## src/rtl/sem_pkg.sv

```systemverilog
// shared types and constants for the sobel edge magnitude filter
package sem_pkg;

   localparam int DEFAULT_MAX_WIDTH = 1024;
   localparam int HEIGHT_LIMIT      = 1024;
   localparam int MIN_DIM           = 3;
   localparam int PIX_BITS          = 8;
   localparam int CFG_BITS          = 11;
   localparam int CSR_DATA_BITS     = 32;
   localparam int CSR_ADDR_BITS     = 3;

   localparam logic [PIX_BITS-1:0] PIX_MAX = 8'hFF;

   typedef enum logic [0:0] {
      REG_IMAGE_WIDTH  = 1'b0,
      REG_IMAGE_HEIGHT = 1'b1
   } reg_index_type;

   // 3x3 neighbourhood, [row][column], row 0 on top, column 0 oldest
   typedef logic [2:0][2:0][PIX_BITS-1:0] window_type;

endpackage

```

## src/rtl/sem_kernel.sv

```systemverilog
// sobel gradient kernels with saturated l1 magnitude
module sem_kernel (
   input  sem_pkg::window_type          win,
   output logic [sem_pkg::PIX_BITS-1:0] magnitude
);
   import sem_pkg::*;

   logic [PIX_BITS+1:0] right_sum;
   logic [PIX_BITS+1:0] left_sum;
   logic [PIX_BITS+1:0] top_sum;
   logic [PIX_BITS+1:0] bottom_sum;
   logic [PIX_BITS+1:0] abs_x;
   logic [PIX_BITS+1:0] abs_y;
   logic [PIX_BITS+2:0] total;

   // weights 1 2 1 along each kernel edge
   assign right_sum  = 10'(win[0][2]) + {1'b0, win[1][2], 1'b0} + 10'(win[2][2]);
   assign left_sum   = 10'(win[0][0]) + {1'b0, win[1][0], 1'b0} + 10'(win[2][0]);
   assign top_sum    = 10'(win[0][0]) + {1'b0, win[0][1], 1'b0} + 10'(win[0][2]);
   assign bottom_sum = 10'(win[2][0]) + {1'b0, win[2][1], 1'b0} + 10'(win[2][2]);

   assign abs_x = (right_sum >= left_sum) ? right_sum - left_sum : left_sum - right_sum;
   assign abs_y = (top_sum >= bottom_sum) ? top_sum - bottom_sum : bottom_sum - top_sum;
   assign total = {1'b0, abs_x} + {1'b0, abs_y};

   assign magnitude = (total > 11'(PIX_MAX)) ? PIX_MAX : total[PIX_BITS-1:0];

endmodule

```

## config.mk

```make
export PLATFORM = sky130hd
export DESIGN_NAME = sem_kernel
export DESIGN_NICKNAME = d
export VERILOG_FILES = /design/src/rtl/sem_pkg.sv /design/src/rtl/sem_kernel.sv
export SDC_FILE = /design/constraint.sdc
export NUM_CORES = 1
export LEC_CHECK = 0
export BUFFER_PORTS_ARGS = -buffer_cell sky130_fd_sc_hd__buf_2
export CAP_MARGIN = 20
export CORE_MARGIN = 1
export CORE_UTILIZATION = 60
export DETAILED_ROUTE_END_ITERATION = 8
export GPL_TIMING_DRIVEN = 0
export PLACE_DENSITY = 0.85
export SLEW_MARGIN = 20
export SYNTH_ARGS = -nofsm -noshare
export SYNTH_HDL_FRONTEND = slang
export SYNTH_SLANG_ARGS = --single-unit
```

## constraint.sdc

```tcl
create_clock -name vclk -period 9.9
set_input_delay 1.98 -clock vclk [all_inputs]
set_output_delay 1.98 -clock vclk [all_outputs]
set_load 0.02 [all_outputs]
```

==> results.yml, run 1 <==
yosys:
  synth_compound_area_share_pct: 21.7
  yosysSeqAreaShare_pct: 0
  yosysUniqueCellTypes: 56
  synth_fa_ha_area_share_pct: 42.6
  avgSynthCellArea_um2: 8.11
  syn-cell-area_mm2: 0.00421
  synthCells: 519
  synth-simple-area-share_pct: 11.5
  synth_top_family_by_area: "adder cells"
  synth_xor_area_share_pct: 11.6
  ys_warn_count: 0
  syn_nets: 712
  muxShareOfSynthArea_pct: 2.91
die:
  start_util_pct: 62.0
  fp.coreArea_mm2: 0.00679
  num_rows: 30
  die_h_um: 85.8
  ios: 80
  die_w_um: 85.8
  die-area_mm2: 0.00736
timing:
  slew_violations: 0
  period_needed_ns: 9.62
  period_share_pct: 97.2
  tightest_slew_ns: 0.470
  fmax_ghz: 0.104
  relSlewSlack_pct: 68.4
  worst_hold_slack_ns: 4.85
  setup_violations: 0
  hold_viol: 0
global_routing:
  grt_pass1_vias: 3736
  grtUsageTotal_pct: 27.3
  grt_max_degree: 11
  grt_pass1_wl_mm: 16.4
  antenna_found_initial: 0
  overflow: 0
run_status:
  status: "complete, no violations"
worst_setup_path:
  crit_path_start_kind: "input port"
  cp.arrival_ns: 7.64
  cp-end-kind: "primary output"
  worstSetupPathType: "input port to primary output"
  crit_required_ns: 7.92
  critPathMaxFanout: 9
  crit_start: "win[17]"
placement:
  place_area_mm2: 0.00469
  hpwl_mm: 8.63
  io_buffers: 72
  gp_congestion: 0.972
drt:
  wirelength_mm: 9.73
  first_pass_iters: 4
  avgViaCountPerCell: 5.51
  drt-wirelength-per-cell_um: 14.1
  drt_iter0_markers: 194
  vias: 3788
  final_antenna_net_count: 0
  drc: 0
final_layout:
  antenna_cells: 0
  n_clock_buffer: 0
  final_util_pct: 69.6
  drive_gt1_share_pct: 16.6
  stdcell_area_mm2: 0.00473
  synthToLayoutAreaGrowth_pct: 12.4
  num-nets-final: 787
  seq_area_um2: 0
  multiInputGateArea_mm2: 0.00384
  seq_cell_count: 0
  num-fill-cells: 559
min_path:
  hp-class: "input port to primary output"
  hp-start: "win[64]"
cts:
  holdBufCountCts: 0
flow_run:
  maxCapViolCount: 0
through the flow:
stage               cells  setup slack, ns  setup TNS, ns
floorplan             519            0.860              0
global placement      687            0.210              0
detailed placement    687           0.0922              0
CTS                   687           0.0763              0
global route          688          -0.0253        -0.0655
finish                688            0.278              0
metal layers:
layer	wire length (um)	up-vias	track usage [%]
li1	-	1910	-
met1	4470	1751	36.0
met2	4750	113	50.0
met3	303	14	0.962
met4	211	0	5.30
met5	0	-	0
cell usage after synthesis (all sizes together), types with 7 or more instances:
cell type / instances / share of area, %
a21o: 19 / 3.4
a21oi: 40 / 4.8
a31oi: 7 / 1.2
buf: 9 / 1.3
fa: 37 / 18
ha: 84 / 25
inv: 92 / 8.2
mux2i: 10 / 2.4
nand2: 12 / 1.1
nand2b: 13 / 1.9
nand3: 8 / 0.95
nor2: 33 / 2.9
nor2b: 8 / 1.2
nor3: 10 / 1.2
o21a: 8 / 1.4
o21ai: 23 / 2.7
xnor2: 28 / 5.8
xor2: 28 / 5.8
path summary, 6_finish.rpt:
kind            to  cells after the start
max   magnitude[6]                     28
min   magnitude[0]                      7
final cells by class:
class,count,area share [%]
Buffer,10,1.27
Inverter,92,7.30
Multi-Input combinational cell,417,81.1
Tap cell,96,2.54
Timing Repair Buffer,73,7.78
layout by cell type (no fill, tap or decap), types with 3 or more instances in the layout:
cell type / count
o21a_1: 8
nand3b_1: 3
xor2_1: 28
buf_4: 3
xnor2_1: 28
a21oi_1: 37
nand2_1: 12
fa_1: 37
ha_1: 84
o21bai_1: 3
mux2i_1: 10
a21o_1: 18
nand3_1: 8
a31oi_1: 5
nor2b_1: 8
nor3_1: 10
nand2b_1: 13
o21ai_0: 22
nor2_1: 33
inv_1: 92
buf_2: 78
nand4_1: 4
repair_timing:
item / CTS / global route
endpoints found under the hold margin: 0 / 0
setup buffers: 0 / 1
gates resized for setup: 0 / 6
endpoints found under the setup margin: 0 / 8
critical path: stages:
cell and delay (ns):
buf_2 0.07, inv_1 0.06, fa_1 0.53, inv_1 0.05
ha_1 0.23, fa_1 0.41, a21o_1 0.19, a21oi_1 0.23
o21bai_1 0.09, a21oi_1 0.23, xor2_1 0.14, ha_1 0.37
nand4_1 0.19, a31oi_2 0.22, nor2_1 0.06, a22o_1 0.18
buf_4 0.18, mux2i_1 0.20, xor2_1 0.29, ha_1 0.19
clkbuf_1 0.25, nand2_1 0.12, nor4_1 0.38, nor2_1 0.15
a211oi_4 0.21, buf_4 0.18, nand3_1 0.09, buf_2 0.17
cells by family after synthesis:
| family | count (synthesis) |
|---|---|
| multiplexers | 12 |
| XOR/XNOR | 56 |
| AND/OR/NAND/NOR | 98 |
| AO/OA/AOI/OAI | 130 |
| adder cells (fa/ha/maj) | 121 |
| buffers and inverters | 102 |
Power of run 1 is left out: the tool's default activity adds up to more than one toggle a clock period on the data nets, which glitch-free logic cannot reach.
==> inputs of run 2 (changes only) <==
- CORE_UTILIZATION: 60 -> 43
- PLACE_DENSITY: 0.85 -> 0.66
==> run 2 against run 1 <==
  * Die area increased by 39%
  * Count of clock-buffer cells in the layout unchanged
  * Flip-flop and latch count did not move
  * Final cell count is 4.8% higher
  * Largest cell class unchanged
  * Global-route usage is 7.0 points lower
==> results.yml, run 2 (same netlist as run 1, synthesis figures left out) <==
timing:
  hold_viol: 0
  relSlewSlack_pct: 69.6
  slew_violations: 0
  setup_violations: 0
  tightest_slew_ns: 0.450
  fmax_ghz: 0.105
  worst_slack_ns: 0.397
  finalSetupTns_ns: 0
  period_share_pct: 96.0
  rsz0062_at_grt: "false"
  period_needed_ns: 9.50
final_layout:
  final_cell_mix: "inv_1 (92), ha_1 (84), buf_2 (78)"
  antenna_cells: 0
  final_util_pct: 51.1
  drive_gt1_share_pct: 16.9
  seq_cell_count: 0
  seq_area_um2: 0
  synthToLayoutAreaGrowth_pct: 13.7
  n_clock_buffer: 0
  num-nets-final: 787
  layout_commonest_cell: "inv_1"
worst_setup_path:
  path_buf_inv: 6
  cp_slowest_cell: "fa_1"
  cp-end-kind: "primary output"
  crit_path_start_kind: "input port"
  cp_common_cell: "ha_1"
  crit_path_max_incr_delay_ns: 0.54
  worstSetupPathType: "input port to primary output"
  cp.arrival_ns: 7.52
  crit_family: "compound AO/OA/AOI/OAI gates"
  critPathMaxFanout: 9
  crit_required_ns: 7.92
drt:
  drt-wirelength-per-cell_um: 14.1
  vias: 3748
  drt_iter0_markers: 151
  drc: 0
  first_pass_iters: 4
  avgViaCountPerCell: 5.20
  final_antenna_net_count: 0
  wirelength_mm: 10.2
die:
  die_w_um: 101
  start_util_pct: 44.9
  num_rows: 35
  ios: 80
  fp.coreArea_mm2: 0.00937
  die-area_mm2: 0.0102
  die_h_um: 101
min_path:
  worstHoldEndpoint: "magnitude[0]"
  min_path_cells: 7
  hp-start: "win[64]"
  hp-class: "input port to primary output"
global_routing:
  grt_pass1_vias: 3694
  grtUsageMet3_pct: 0.0693
  overflow: 0
  grt_max_degree: 11
  grt_pass1_wl_mm: 16.6
  grtUsageMet2_pct: 37.7
  grt-busiest-layer: "met2"
  antenna_found_initial: 0
  grtUsageTotal_pct: 20.3
  met1_usage_pct: 27.2
placement:
  dp_slack_ns: 0.00225
  io_buffers: 72
  hpwl_mm: 9.23
  gp_congestion: 0.908
cts:
  holdBufCountCts: 0
run_status:
  status: "complete, no violations"
flow_run:
  maxCapViolCount: 0
## run 2: final cells by class
| cell class | instances | area, um^2 |
|---|---|---|
| multi-input cells | 417 | 3850 |
| fillers | 947 | 4590 |
| repair buffers | 73 | 368 |
| plain buffers | 10 | 63.8 |
| inverters | 92 | 345 |
| well taps | 129 | 161 |
## run 2: routing by layer
layer | up-vias | wire (um)
met4 | 0 | 127
met2 | 76 | 4930
met1 | 1755 | 4830
li1 | 1909 | -
met5 | - | 0
met3 | 8 | 277
## run 2: per-stage QoR
step | hold WS, ns | instances | cell area [um^2]
CTS | 4.90 | 720 | 4740
floorplan | 4.66 | 519 | 4210
finish | 4.90 | 721 | 4790
detailed placement | 4.89 | 720 | 4730
global placement | 4.89 | 720 | 4730
global route | 4.94 | 721 | 4790
## run 2: repair_timing
action                                  CTS  global route
gates resized for setup                   1             8
endpoints found under the setup margin    1             8
pin swaps                                 0             6
buffers inserted                          0             1
gates cloned                              0             0
## run 2: how the worst max path moves through the flow
stage | from | endpoint | depth (start not counted)
2_1_floorplan | win[1] | magnitude[2] | 23
3_3_place_gp | win[1] | magnitude[6] | 25
6_report | win[17] | magnitude[3] | 27
5_1_grt | win[17] | magnitude[7] | 27
4_1_cts | win[1] | magnitude[3] | 26
3_5_place_dp | win[1] | magnitude[0] | 25
Power of run 2 is left out for the same reason.
